## src/rtl/tcpq_pkg.sv

```systemverilog
// ----------------------------------------------------------------------------
// tcpq_pkg
// Shared types and constants of the two-class priority queue.
// ----------------------------------------------------------------------------
package tcpq_pkg;

    // default queue depth
    localparam int CAPACITY_DEF = 16;

    // payload widths
    localparam int ID_W  = 16;
    localparam int KEY_W = 8;
    localparam int OCC_W = 5;

    // configuration port
    localparam int ADDR_W = 3;
    localparam int DATA_W = 32;
    localparam logic [ADDR_W-3:0] REG_THRESHOLD = '0;
    localparam logic [KEY_W-1:0]  THRESHOLD_RESET = 8'd60;

    // queue commands
    typedef enum logic [1:0] {
        OP_INSERT = 2'd0,
        OP_SERVE  = 2'd1,
        OP_CANCEL = 2'd2,
        OP_QUERY  = 2'd3
    } op_t;

    // controller states
    typedef enum logic [1:0] {
        ST_IDLE,
        ST_LOOK,
        ST_UPD
    } state_t;

    // controller to datapath commands
    typedef struct packed {
        logic capture;
        logic lookup;
        logic update;
    } cmd_t;

endpackage

```

## src/rtl/tcpq_if.sv

```systemverilog
// ----------------------------------------------------------------------------
// tcpq_if
// Request and response channels of the two-class priority queue.
// ----------------------------------------------------------------------------

// request channel
interface tcpq_req_if import tcpq_pkg::*; ();
    logic             valid;
    logic             ready;
    logic [1:0]       opcode;
    logic [ID_W-1:0]  req_id;
    logic [KEY_W-1:0] req_key;

    modport source (output valid, output opcode, output req_id, output req_key, input ready);
    modport sink   (input valid, input opcode, input req_id, input req_key, output ready);
endinterface

// response channel
interface tcpq_rsp_if import tcpq_pkg::*; ();
    logic             valid;
    logic             ready;
    logic             ok;
    logic [ID_W-1:0]  out_id;
    logic [KEY_W-1:0] out_key;
    logic [OCC_W-1:0] occupancy;

    modport source (output valid, output ok, output out_id, output out_key,
                    output occupancy, input ready);
    modport sink   (input valid, input ok, input out_id, input out_key,
                    input occupancy, output ready);
endinterface

```

## src/rtl/tcpq_ctrl.sv

```systemverilog
// ----------------------------------------------------------------------------
// tcpq_ctrl
// Command sequencer: capture, lookup, update, and the response valid flag.
// ----------------------------------------------------------------------------
module tcpq_ctrl import tcpq_pkg::*;
(
    input  logic clk,
    input  logic rst_n,
    input  logic in_valid,
    output logic in_ready,
    output logic out_valid,
    input  logic out_ready,
    output cmd_t cmd
);

    state_t state_reg;
    state_t state_next;
    logic   out_valid_reg;
    logic   out_valid_next;
    logic   out_free;

    // response slot is free or drains this cycle
    assign out_free = !out_valid_reg || out_ready;

    // next state
    always_comb
    begin
        state_next = state_reg;
        unique case (state_reg)
            ST_IDLE:
            begin
                if (in_valid)
                begin
                    state_next = ST_LOOK;
                end
            end
            ST_LOOK:
            begin
                state_next = ST_UPD;
            end
            ST_UPD:
            begin
                if (out_free)
                begin
                    state_next = in_valid ? ST_LOOK : ST_IDLE;
                end
            end
            default:
            begin
                state_next = ST_IDLE;
            end
        endcase
    end

    // outputs
    always_comb
    begin
        cmd      = '0;
        in_ready = 1'b0;
        unique case (state_reg)
            ST_IDLE:
            begin
                in_ready = 1'b1;
            end
            ST_LOOK:
            begin
                cmd.lookup = 1'b1;
            end
            ST_UPD:
            begin
                cmd.update = out_free;
                in_ready   = out_free;
            end
            default:
            begin
                in_ready = 1'b0;
            end
        endcase
        cmd.capture = in_ready && in_valid;
    end

    // response valid flag
    always_comb
    begin
        if (cmd.update)
        begin
            out_valid_next = 1'b1;
        end
        else if (out_ready)
        begin
            out_valid_next = 1'b0;
        end
        else
        begin
            out_valid_next = out_valid_reg;
        end
    end

    always_ff @(posedge clk or negedge rst_n)
    begin
        if (!rst_n)
        begin
            state_reg     <= ST_IDLE;
            out_valid_reg <= 1'b0;
        end
        else
        begin
            state_reg     <= state_next;
            out_valid_reg <= out_valid_next;
        end
    end

    assign out_valid = out_valid_reg;

endmodule

```

## src/rtl/tcpq_dp.sv

```systemverilog
// ----------------------------------------------------------------------------
// tcpq_dp
// Queue datapath: a row of slot cells that compare a broadcast id and shift.
// ----------------------------------------------------------------------------
module tcpq_dp import tcpq_pkg::*;
#(
    parameter int CAPACITY = CAPACITY_DEF
)
(
    input  logic                              clk,
    input  logic                              rst_n,
    input  cmd_t                              cmd,
    input  logic [KEY_W-1:0]                  threshold,
    input  op_t                               opcode,
    input  logic [ID_W-1:0]                   req_id,
    input  logic [KEY_W-1:0]                  req_key,
    output logic                              ok,
    output logic [ID_W-1:0]                   out_id,
    output logic [KEY_W-1:0]                  out_key,
    output logic [OCC_W-1:0]                  occupancy,
    output logic [$clog2(CAPACITY+1)-1:0]     entry_count,
    output logic [$clog2(CAPACITY+1)-1:0]     prio_count
);

    localparam int CNT_W = $clog2(CAPACITY + 1);
    localparam int IDX_W = $clog2(CAPACITY);
    localparam logic [CNT_W-1:0] CAP_CNT = CNT_W'(CAPACITY);

    // slot cells
    logic [ID_W-1:0]  slot_id_reg   [CAPACITY];
    logic [ID_W-1:0]  slot_id_next  [CAPACITY];
    logic [KEY_W-1:0] slot_key_reg  [CAPACITY];
    logic [KEY_W-1:0] slot_key_next [CAPACITY];
    logic [CNT_W-1:0] count_reg;
    logic [CNT_W-1:0] count_next;
    logic [CNT_W-1:0] pcount_reg;
    logic [CNT_W-1:0] pcount_next;

    // captured request
    op_t              op_reg;
    logic [ID_W-1:0]  id_reg;
    logic [KEY_W-1:0] key_reg;

    // lookup results
    logic             found_reg;
    logic             found_next;
    logic [IDX_W-1:0] pos_reg;
    logic [IDX_W-1:0] pos_next;
    logic [KEY_W-1:0] hit_key_reg;
    logic [KEY_W-1:0] hit_key_next;

    // response payload
    logic             ok_reg;
    logic             ok_next;
    logic [ID_W-1:0]  out_id_reg;
    logic [ID_W-1:0]  out_id_next;
    logic [KEY_W-1:0] out_key_reg;
    logic [KEY_W-1:0] out_key_next;
    logic [OCC_W-1:0] occupancy_reg;

    // update controls
    logic             is_prio;
    logic [CNT_W-1:0] ins_pos;
    logic [CNT_W-1:0] rm_pos;
    logic             do_ins;
    logic             do_rm;

    // capture the request beat
    always_ff @(posedge clk)
    begin
        if (cmd.capture)
        begin
            op_reg  <= opcode;
            id_reg  <= req_id;
            key_reg <= req_key;
        end
    end

    // broadcast id compare over the live slots; ids are unique so one hit at most
    always_comb
    begin
        found_next   = 1'b0;
        pos_next     = '0;
        hit_key_next = '0;
        for (int q = 0; q < CAPACITY; q++)
        begin
            if ((CNT_W'(q) < count_reg) && (slot_id_reg[q] == id_reg))
            begin
                found_next   = 1'b1;
                pos_next     = pos_next | IDX_W'(q);
                hit_key_next = hit_key_next | slot_key_reg[q];
            end
        end
    end

    always_ff @(posedge clk)
    begin
        if (cmd.lookup)
        begin
            found_reg   <= found_next;
            pos_reg     <= pos_next;
            hit_key_reg <= hit_key_next;
        end
    end

    // command decode
    always_comb
    begin
        is_prio      = key_reg >= threshold;
        ins_pos      = is_prio ? pcount_reg : count_reg;
        do_ins       = 1'b0;
        do_rm        = 1'b0;
        rm_pos       = CNT_W'(pos_reg);
        ok_next      = 1'b0;
        out_id_next  = '0;
        out_key_next = '0;
        unique case (op_reg)
            OP_INSERT:
            begin
                do_ins  = (count_reg < CAP_CNT) && !found_reg;
                ok_next = do_ins;
            end
            OP_SERVE:
            begin
                rm_pos  = '0;
                do_rm   = count_reg != '0;
                ok_next = do_rm;
                if (do_rm)
                begin
                    out_id_next = slot_id_reg[0];
                end
            end
            OP_CANCEL:
            begin
                do_rm   = found_reg;
                ok_next = found_reg;
            end
            OP_QUERY:
            begin
                ok_next = found_reg;
                if (found_reg)
                begin
                    out_key_next = hit_key_reg;
                end
            end
            default:
            begin
                ok_next = 1'b0;
            end
        endcase
    end

    // per-cell shift and load
    always_comb
    begin
        for (int q = 0; q < CAPACITY; q++)
        begin
            slot_id_next[q]  = slot_id_reg[q];
            slot_key_next[q] = slot_key_reg[q];
        end
        count_next  = count_reg;
        pcount_next = pcount_reg;
        if (do_ins)
        begin
            // open a gap at the insert point
            for (int q = 1; q < CAPACITY; q++)
            begin
                if ((CNT_W'(q) > ins_pos) && (CNT_W'(q) <= count_reg))
                begin
                    slot_id_next[q]  = slot_id_reg[q-1];
                    slot_key_next[q] = slot_key_reg[q-1];
                end
            end
            for (int q = 0; q < CAPACITY; q++)
            begin
                if (CNT_W'(q) == ins_pos)
                begin
                    slot_id_next[q]  = id_reg;
                    slot_key_next[q] = key_reg;
                end
            end
            count_next = count_reg + 1'b1;
            if (is_prio)
            begin
                pcount_next = pcount_reg + 1'b1;
            end
        end
        else if (do_rm)
        begin
            // close the gap left by the removed entry
            for (int q = 0; q < CAPACITY - 1; q++)
            begin
                if ((CNT_W'(q) >= rm_pos)
                    && (((CNT_W+1)'(q) + 1'b1) < {1'b0, count_reg}))
                begin
                    slot_id_next[q]  = slot_id_reg[q+1];
                    slot_key_next[q] = slot_key_reg[q+1];
                end
            end
            count_next = count_reg - 1'b1;
            if (rm_pos < pcount_reg)
            begin
                pcount_next = pcount_reg - 1'b1;
            end
        end
    end

    // slot storage
    always_ff @(posedge clk)
    begin
        if (cmd.update)
        begin
            for (int q = 0; q < CAPACITY; q++)
            begin
                slot_id_reg[q]  <= slot_id_next[q];
                slot_key_reg[q] <= slot_key_next[q];
            end
        end
    end

    // counts
    always_ff @(posedge clk or negedge rst_n)
    begin
        if (!rst_n)
        begin
            count_reg  <= '0;
            pcount_reg <= '0;
        end
        else if (cmd.update)
        begin
            count_reg  <= count_next;
            pcount_reg <= pcount_next;
        end
    end

    // response register
    always_ff @(posedge clk)
    begin
        if (cmd.update)
        begin
            ok_reg        <= ok_next;
            out_id_reg    <= out_id_next;
            out_key_reg   <= out_key_next;
            occupancy_reg <= OCC_W'(count_next);
        end
    end

    assign ok          = ok_reg;
    assign out_id      = out_id_reg;
    assign out_key     = out_key_reg;
    assign occupancy   = occupancy_reg;
    assign entry_count = count_reg;
    assign prio_count  = pcount_reg;

endmodule

```

## src/rtl/two_class_priority_queue.sv

```systemverilog
// ----------------------------------------------------------------------------
// two_class_priority_queue
// Ordered queue with a priority class ahead of a normal class, both FIFO.
// ----------------------------------------------------------------------------
// Each command (insert, serve, cancel, query) passes through a lookup
// cycle in which every live slot compares its id against the request id,
// and an update cycle in which the slot cells shift and the response
// register is loaded. The next command is accepted in the update cycle,
// so it overlaps the previous update while the response side keeps up;
// a stalled response holds the update cycle until the register frees.
// Slot contents need no clearing after reset, only the counts reset. The
// threshold register (byte address 0) only affects later inserts.
module two_class_priority_queue import tcpq_pkg::*;
#(
    parameter int CAPACITY = CAPACITY_DEF
)
(
    input  logic              clk,
    input  logic              rst_n,
    input  logic              psel,
    input  logic              penable,
    input  logic              pwrite,
    input  logic [ADDR_W-1:0] paddr,
    input  logic [DATA_W-1:0] pwdata,
    output logic [DATA_W-1:0] prdata,
    output logic              pready,
    tcpq_req_if.sink          req,
    tcpq_rsp_if.source        rsp
);

    localparam int CNT_W = $clog2(CAPACITY + 1);

    logic [KEY_W-1:0] threshold_reg;
    logic [KEY_W-1:0] threshold_next;
    logic             thr_sel;
    cmd_t             cmd;
    logic [CNT_W-1:0] entry_count;
    logic [CNT_W-1:0] prio_count;

    // register access
    assign pready  = 1'b1;
    assign thr_sel = paddr[ADDR_W-1:2] == REG_THRESHOLD;
    assign prdata  = thr_sel ? DATA_W'(threshold_reg) : '0;

    always_comb
    begin
        threshold_next = threshold_reg;
        if (psel && penable && pwrite && pready && thr_sel)
        begin
            threshold_next = pwdata[KEY_W-1:0];
        end
    end

    always_ff @(posedge clk or negedge rst_n)
    begin
        if (!rst_n)
        begin
            threshold_reg <= THRESHOLD_RESET;
        end
        else
        begin
            threshold_reg <= threshold_next;
        end
    end

    // sequencer
    tcpq_ctrl u_ctrl (
        .clk       (clk),
        .rst_n     (rst_n),
        .in_valid  (req.valid),
        .in_ready  (req.ready),
        .out_valid (rsp.valid),
        .out_ready (rsp.ready),
        .cmd       (cmd)
    );

    // slot cells and response register
    tcpq_dp #(
        .CAPACITY (CAPACITY)
    ) u_dp (
        .clk         (clk),
        .rst_n       (rst_n),
        .cmd         (cmd),
        .threshold   (threshold_reg),
        .opcode      (op_t'(req.opcode)),
        .req_id      (req.req_id),
        .req_key     (req.req_key),
        .ok          (rsp.ok),
        .out_id      (rsp.out_id),
        .out_key     (rsp.out_key),
        .occupancy   (rsp.occupancy),
        .entry_count (entry_count),
        .prio_count  (prio_count)
    );

`ifndef NO_ASSERTIONS
    // class boundary never passes the tail
    a_prio_le_count: assert property (@(posedge clk) disable iff (!rst_n)
        prio_count <= entry_count)
        else $error("priority count exceeds entry count");

    // queue never overfills
    a_count_le_cap: assert property (@(posedge clk) disable iff (!rst_n)
        entry_count <= CNT_W'(CAPACITY))
        else $error("entry count exceeds capacity");

    // update only loads a free response register
    a_update_free: assert property (@(posedge clk) disable iff (!rst_n)
        cmd.update |-> (!rsp.valid || rsp.ready))
        else $error("response overwritten before it was taken");

    // an accepted beat is in lookup on the next cycle, so no beat is taken then
    a_busy_after_accept: assert property (@(posedge clk) disable iff (!rst_n)
        cmd.capture |=> (cmd.lookup && !req.ready))
        else $error("request accepted during lookup");
`endif

endmodule
```

## src/flat_wrapper.sv

```systemverilog
// flat-port wrapper written by rule: the top's interface ports become plain ports
module two_class_priority_queue_flat import tcpq_pkg::*;
#(
    parameter int CAPACITY = CAPACITY_DEF
)
  (clk, rst_n, psel, penable, pwrite, paddr, pwdata, prdata, pready, req_valid, req_opcode, req_req_id, req_req_key, req_ready, rsp_valid, rsp_ok, rsp_out_id, rsp_out_key, rsp_occupancy, rsp_ready);
  tcpq_req_if req_i ();
  tcpq_rsp_if rsp_i ();
  input  logic clk;
  input  logic rst_n;
  input  logic psel;
  input  logic penable;
  input  logic pwrite;
  input  logic [ADDR_W-1:0] paddr;
  input  logic [DATA_W-1:0] pwdata;
  output logic [DATA_W-1:0] prdata;
  output logic pready;
  input wire logic [$bits(req_i.valid)-1:0] req_valid;
  input wire logic [$bits(req_i.opcode)-1:0] req_opcode;
  input wire logic [$bits(req_i.req_id)-1:0] req_req_id;
  input wire logic [$bits(req_i.req_key)-1:0] req_req_key;
  output wire logic [$bits(req_i.ready)-1:0] req_ready;
  output wire logic [$bits(rsp_i.valid)-1:0] rsp_valid;
  output wire logic [$bits(rsp_i.ok)-1:0] rsp_ok;
  output wire logic [$bits(rsp_i.out_id)-1:0] rsp_out_id;
  output wire logic [$bits(rsp_i.out_key)-1:0] rsp_out_key;
  output wire logic [$bits(rsp_i.occupancy)-1:0] rsp_occupancy;
  input wire logic [$bits(rsp_i.ready)-1:0] rsp_ready;
  assign req_i.valid = req_valid;
  assign req_i.opcode = req_opcode;
  assign req_i.req_id = req_req_id;
  assign req_i.req_key = req_req_key;
  assign req_ready = req_i.ready;
  assign rsp_valid = rsp_i.valid;
  assign rsp_ok = rsp_i.ok;
  assign rsp_out_id = rsp_i.out_id;
  assign rsp_out_key = rsp_i.out_key;
  assign rsp_occupancy = rsp_i.occupancy;
  assign rsp_i.ready = rsp_ready;
  two_class_priority_queue #(.CAPACITY(CAPACITY)) u_core (.clk(clk), .rst_n(rst_n), .psel(psel), .penable(penable), .pwrite(pwrite), .paddr(paddr), .pwdata(pwdata), .prdata(prdata), .pready(pready), .req(req_i), .rsp(rsp_i));
endmodule
```

## config.mk

```make
export PLATFORM = sky130hd
export DESIGN_NAME = two_class_priority_queue_flat
export DESIGN_NICKNAME = d
export VERILOG_FILES = /design/src/rtl/tcpq_pkg.sv /design/src/rtl/tcpq_if.sv /design/src/rtl/tcpq_ctrl.sv /design/src/rtl/tcpq_dp.sv /design/src/rtl/two_class_priority_queue.sv /design/src/flat_wrapper.sv
export SDC_FILE = /design/constraint.sdc
export NUM_CORES = 1
export LEC_CHECK = 0
export BUFFER_PORTS_ARGS = -buffer_cell sky130_fd_sc_hd__buf_2
export CAP_MARGIN = 5
export CORE_ASPECT_RATIO = 2
export CORE_UTILIZATION = 50
export CTS_CLUSTER_DIAMETER = 60
export DETAILED_ROUTE_END_ITERATION = 10
export PLACE_DENSITY = 0.67
export SLEW_MARGIN = 40
export SYNTH_ARGS = -nofsm -noshare
export SYNTH_HDL_FRONTEND = slang
export SYNTH_HIERARCHICAL = 1
export SYNTH_SLANG_ARGS = --single-unit
```

## constraint.sdc

```tcl
create_clock -name clk -period 12.7 [get_ports clk]
set_clock_uncertainty 0.15 [all_clocks]
set_input_delay 0 -clock clk [delete_from_list [all_inputs] [get_ports clk]]
set_output_delay 0 -clock clk [all_outputs]
set_load 0.02 [all_outputs]
```

* Word level (Yosys, flattened, before mapping) *
Memories as Yosys holds them, arrays and structs flattened.
Index checks and enable logic that the tools add are counted.
Widths: inputs -> output; s select.

cells by class
  reductions and logical operators = 70
  shift-type cells = 0
  eq/ne operators = 39
  $mul = 0
  magnitude comparators = 79
  multiplexer cells = 149
  divide/modulo/power cells = 0
  add/sub/neg operators = 4
  bitwise logic cells = 16

operator list
  kind                number
  $mux 16             47
  $mux 8              64
  $mux 240            2
  $eq 16x16->1        16
  $mux 120            2
  $or 8x8->8          15
  $lt 4x5->1 const A  16
  $logic_and 1x1->1   51
  $eq 4x5->1 const A  8
  $gt 4x5->1 const A  8
  $le 4x5->1 const A  8
  $lt 3x5->1 const A  8
  $ge 4x5->1 const A  7
  $mux 5              7
  $eq 3x5->1 const A  4
  $ge 3x5->1 const A  4
  $gt 3x5->1 const A  4
  $le 3x5->1 const A  4
  $lt 2x5->1 const A  4
  $lt 1x5->1 const A  3
  $reduce_or 15->1    1
  $mux 1              12
  $mux 2              6
  $mux 3              4
  32 further kinds    52

storage, ports and cells
  memory bits (writable) = 384
  word-level logic and storage cells = 377
  latch bits = 0
  flip-flop bits (word level) = 90
  bits of input ports = 68
  memory bits (read-only) = 0
  memories kept = 2

memory list
  memory                    words  width  read ports  clocked after Yosys merged registers in  write ports  line           text
  u_core.u_dp.slot_id_reg   16     16     16          0                                        16           tcpq_dp.sv:30  logic [ID_W-1:0] slot_id_reg [CAPACITY];
  u_core.u_dp.slot_key_reg  16     8      16          0                                        16           tcpq_dp.sv:32  logic [KEY_W-1:0] slot_key_reg [CAPACITY];

* Longest topological paths before layout *
An unclocked memory read counts as a cell.

  depth after elaboration = 34
  depth in mapped cells = 15
  depth with buffers taken out = 11

* By module *
Netlist, hierarchy kept.

by module, submodules not included
  module                    sequential area each (um2)  area an instance (um2)  times used  cells each
  tcpq_dp                   13,853.3                    27,645.3                1           2,724
  two_class_priority_queue  205.2                       584.3                   1           52
  tcpq_ctrl                 75.1                        153.9                   1           16

* Worst setup path before layout *
No wires, ideal clock.

  kind = register -> register
  start point = register u_core/threshold_reg[5] (netlist name)
  end point = memory u_core.u_dp.slot_id_reg[1][0] (netlist: u_core/u_dp/slot_id_reg[0][16]) (enable)
  clock period less this slack = 4.854 ns
  arrival = 4.254 ns
  cell stages (with the launch flop) = 12
  slack = 7.846 ns
  cells stage by stage = dfstp_2 inv_1 ha_1 and2_1 buf_6 a221oi_2 a21boi_2 buf_2 nand3_2 and2_1 clkbuf_1 a311oi_1

RTL lines
  what       line
  to (decl)  tcpq_dp.sv:30

==> impl_results.md <==
- Outcome: complete, no violations
- WL final: 123,000 µm
- Worst path bufs/invs: 1
- Layout cells sized above 1: 13.5%
- Mapped Area: 28,400 µm²
- CTS tree: built
- NumNets Final: 2,925
- Largest net degree at the start of global routing: 143
- DP Cell Count: 3,462
- First-pass DRT Iterations: 8
- Max Clk Rate: 0.206 GHz
- CORE AREA: 56,200 µm²
- Synth cell types: 87
- CTS Buf Count: 46
- Clk_lat worst skew: 0.61 ns
- DRC violations left: 0
- Kind of cell adding the most delay to the critical path: simple AND/OR/NAND/NOR gates
- RSZ-0062 raised after global routing: no
- Register clock-pin slew on the reported worst setup and hold paths: 0.06 ns
- DP HPWL: 83,000 µm
- Chip Width: 170 µm
- H-tree levels: 2
- Ys Warns: 6
- Seq/Total Area, Yosys: 49.8%
- Worst slew pin tran: 0.939 ns
- Final antenna-violating net count: 0
- Die height: 339 µm
- Worst rel slew slack: 37.2%
- Power Density: 151 nW/µm²
- Final hold violation count: 0
- CP required: 12.81 ns
- Post-layout util: 57.0%
- Critical Path End Type: flop
- DIE AREA: 57,800 µm²
- CP peak stage delay: 0.86 ns
- Crit Path Max Fanout: 25
- Gp weighted congestion: 1.09
- Drt via density: 7.07
- Mean Syn Cell Area: 10.2 µm²
- Fin crit period: 4.85 ns
- Vias: 25,600
- Critical path arrival: 4.96 ns
- Root Driver: clkbuf_16
- Initial Util: 50.5%
- Non-Filler Instances: 3,627
- 1st-iter DRT viols: 3,143
- # setup viols final: 0
- Post_cts resized: 0
- WL per Instance: 33.9 µm
- Synthesis-stage register bit count: 474
- Worst path cell trace: ha_1 -> and2_0 -> o21a_1 -> a41o_1 -> or4_4 -> and2_4 -> a31oi_2 -> buf_4
- Number of synthesized flops with an enable pin: 453
- Post-CTS setup buffers: 0
- GRT Util Overall: 42.9%
- Leakage: 10.6 nW
- Vias in the first global route: 25,600
- Ys async rst share: 4.43%
- Worst setup SP type: flop
- Post-route design area: 32,000 µm²
- Setup TNS: 0 ns
- Initial antenna violation count: 9
- Max Slew Vio Count: 0
- First-pass GRT wire length: 177,000 µm
- Number of max-cap violations: 0
- Worst min-delay path class: input pin to flop
- Num ports: 133
- CTS Sinks: 474
- Number of cell rows: 123
- Cells after synthesis: 2,792
- Crit path kind: flop to flop
- Layout area overhead: 12.7%
- Clock Path Buffers: 3
- Total global routing overflow: 0
- Port Buffer Count: 81
- Critical Path Slowest Stage Cell: or4_4
- Top FF cell, synth: edfxtp_1
- VDD IR max: 0.147 mV
- Area post-placement: 29,600 µm²
- Max reg flops: 256
- Final period util: 38.2%
## per-layer routing
metal	part of all wire, %	vias up	global-route usage [%]
li1	-	10600	-
met1	32	12600	45.2
met2	48	1848	69.4
met3	8.2	600	9.77
met4	12	8	41.4
met5	0.043	-	0
## metrics by stage
stage / setup slack [ns] / total power [mW] / hold slack (ns)
2_1_floorplan: 7.85 / 2.77 / -0.446
3_3_place_gp: 7.71 / 3.23 / -0.155
3_5_place_dp: 8.01 / 3.25 / -0.136
6_report: 7.85 / 4.82 / 0.127
5_1_grt: 7.87 / 4.95 / 0.127
4_1_cts: 7.99 / 4.77 / 0.0953
## worst min-delay path: stages
cell           delay (ns)
dlygate4sd3_1        0.53
buf_2                0.11
nand2b_1             0.13
nand2_1              0.07
## placed cells by master (no fill, tap or decap), types with 7 or more instances in the layout
cell | Yosys | final
conb_1 | 2 | 25
inv_1 | 18 | 18
and3_1 | 10 | 9
xor2_1 | 11 | 11
a31oi_2 | 1 | 11
a31oi_1 | 20 | 10
edfxtp_1 | 453 | 453
clkbuf_16 | 0 | 49
o211ai_2 | 20 | 20
nor2_1 | 49 | 44
xnor2_1 | 255 | 255
clkinv_2 | 0 | 7
ha_1 | 23 | 23
clkinv_1 | 2 | 10
or4_1 | 9 | 9
bufinv_16 | 0 | 7
buf_4 | 31 | 92
nand3_1 | 171 | 171
clkinvlp_4 | 0 | 7
nand4_1 | 357 | 357
buf_2 | 45 | 82
mux2i_1 | 51 | 51
and2_1 | 33 | 31
o211ai_1 | 273 | 273
and2b_2 | 8 | 8
o21ai_1 | 7 | 7
o21ai_0 | 68 | 67
nor3_1 | 21 | 16
nand2_1 | 451 | 447
a21oi_1 | 31 | 28
mux2_2 | 35 | 34
nand2b_1 | 8 | 8
dfrtp_1 | 17 | 17
dlygate4sd3_1 | 0 | 72
## synthesized netlist by cell type (all sizes together) (22+ instances only)
cell type / count / area share [%]
mux2i: 52 / 1.8
and2: 36 / 0.80
buf: 93 / 2.0
nand4: 357 / 7.9
edfxtp: 453 / 48
a21oi: 32 / 0.58
nor2: 49 / 0.65
ha: 23 / 1.0
o211ai: 293 / 8.1
nor3: 22 / 0.43
nand2: 451 / 6.0
o21ai: 76 / 1.4
mux2: 35 / 1.4
clkbuf: 192 / 2.5
xnor2: 255 / 7.9
nand3: 172 / 3.1
## where the power goes
| group | leakage [nW] | internal, mW | switching, mW |
|---|---|---|---|
| logic | 5.49 | 0.381 | 1.01 |
| registers | 4.37 | 1.81 | 0.102 |
| clock network | 0.771 | 0.849 | 0.673 |
| total | 10.6 | 3.04 | 1.79 |
## layout make-up
class                      instances  area, µm²
fill                            4901      24200
sequential                       474      14100
multi-input combinational       2034      13300
timing repair buffer             255       1940
clock buffer                      52       1240
tap                              750        938
clock inverter                    34        374
inverter                          22       90.1
antenna                            6       15.0
## final timing paths
| kind | startpoint | end | slack (ns) | depth (start not counted) |
|---|---|---|---|---|
| max | u_core/u_dp/key_reg[4]$_DFFE_PP_ | u_core/u_dp/slot_key_reg[1][5]$_DFFE_PP_ | 7.85 | 8 |
| min | rsp_ready | u_core/u_ctrl/out_valid$_DFFE_PN0P_ | 0.13 | 4 |
| max reg2reg | u_core/u_dp/key_reg[4]$_DFFE_PP_ | u_core/u_dp/slot_key_reg[1][5]$_DFFE_PP_ | 7.85 | 8 |
| min reg2reg | u_core/u_ctrl/out_valid$_DFFE_PN0P_ | u_core/u_ctrl/out_valid$_DFFE_PN0P_ | 0.41 | 2 |
| max in group asynchronous | rst_n | u_core/u_dp/prio_count[4]$_DFFE_PN0P_ | 11.59 | 4 |
| min in group asynchronous | rst_n | u_core/threshold_reg[4]$_DFFE_PN1P_ | 0.33 | 3 |
## cell families (layout without fill, tap and decap cells)
logic type | count (synthesis) | after routing | synth area share, %
xor gates and xnor gates | 266 | 266 | 8.21
adders and majority gates | 24 | 24 | 1.08
other | 2 | 31 | 0.0265
and+or+nand+nor | 1160 | 1160 | 20.7
DFF | 474 | 474 | 49.8
AOI/OAI and AO/OA | 472 | 472 | 12.0
muxes | 87 | 87 | 3.24
buffers and inverters | 307 | 363 | 4.85
## what timing repair did
action / 4_1_cts / 5_1_grt
setup endpoints to repair: 0 / 0
endpoints found under the hold margin: 60 / 0
hold buffers: 73 / 0
Power figures use the tool's default switching activity.
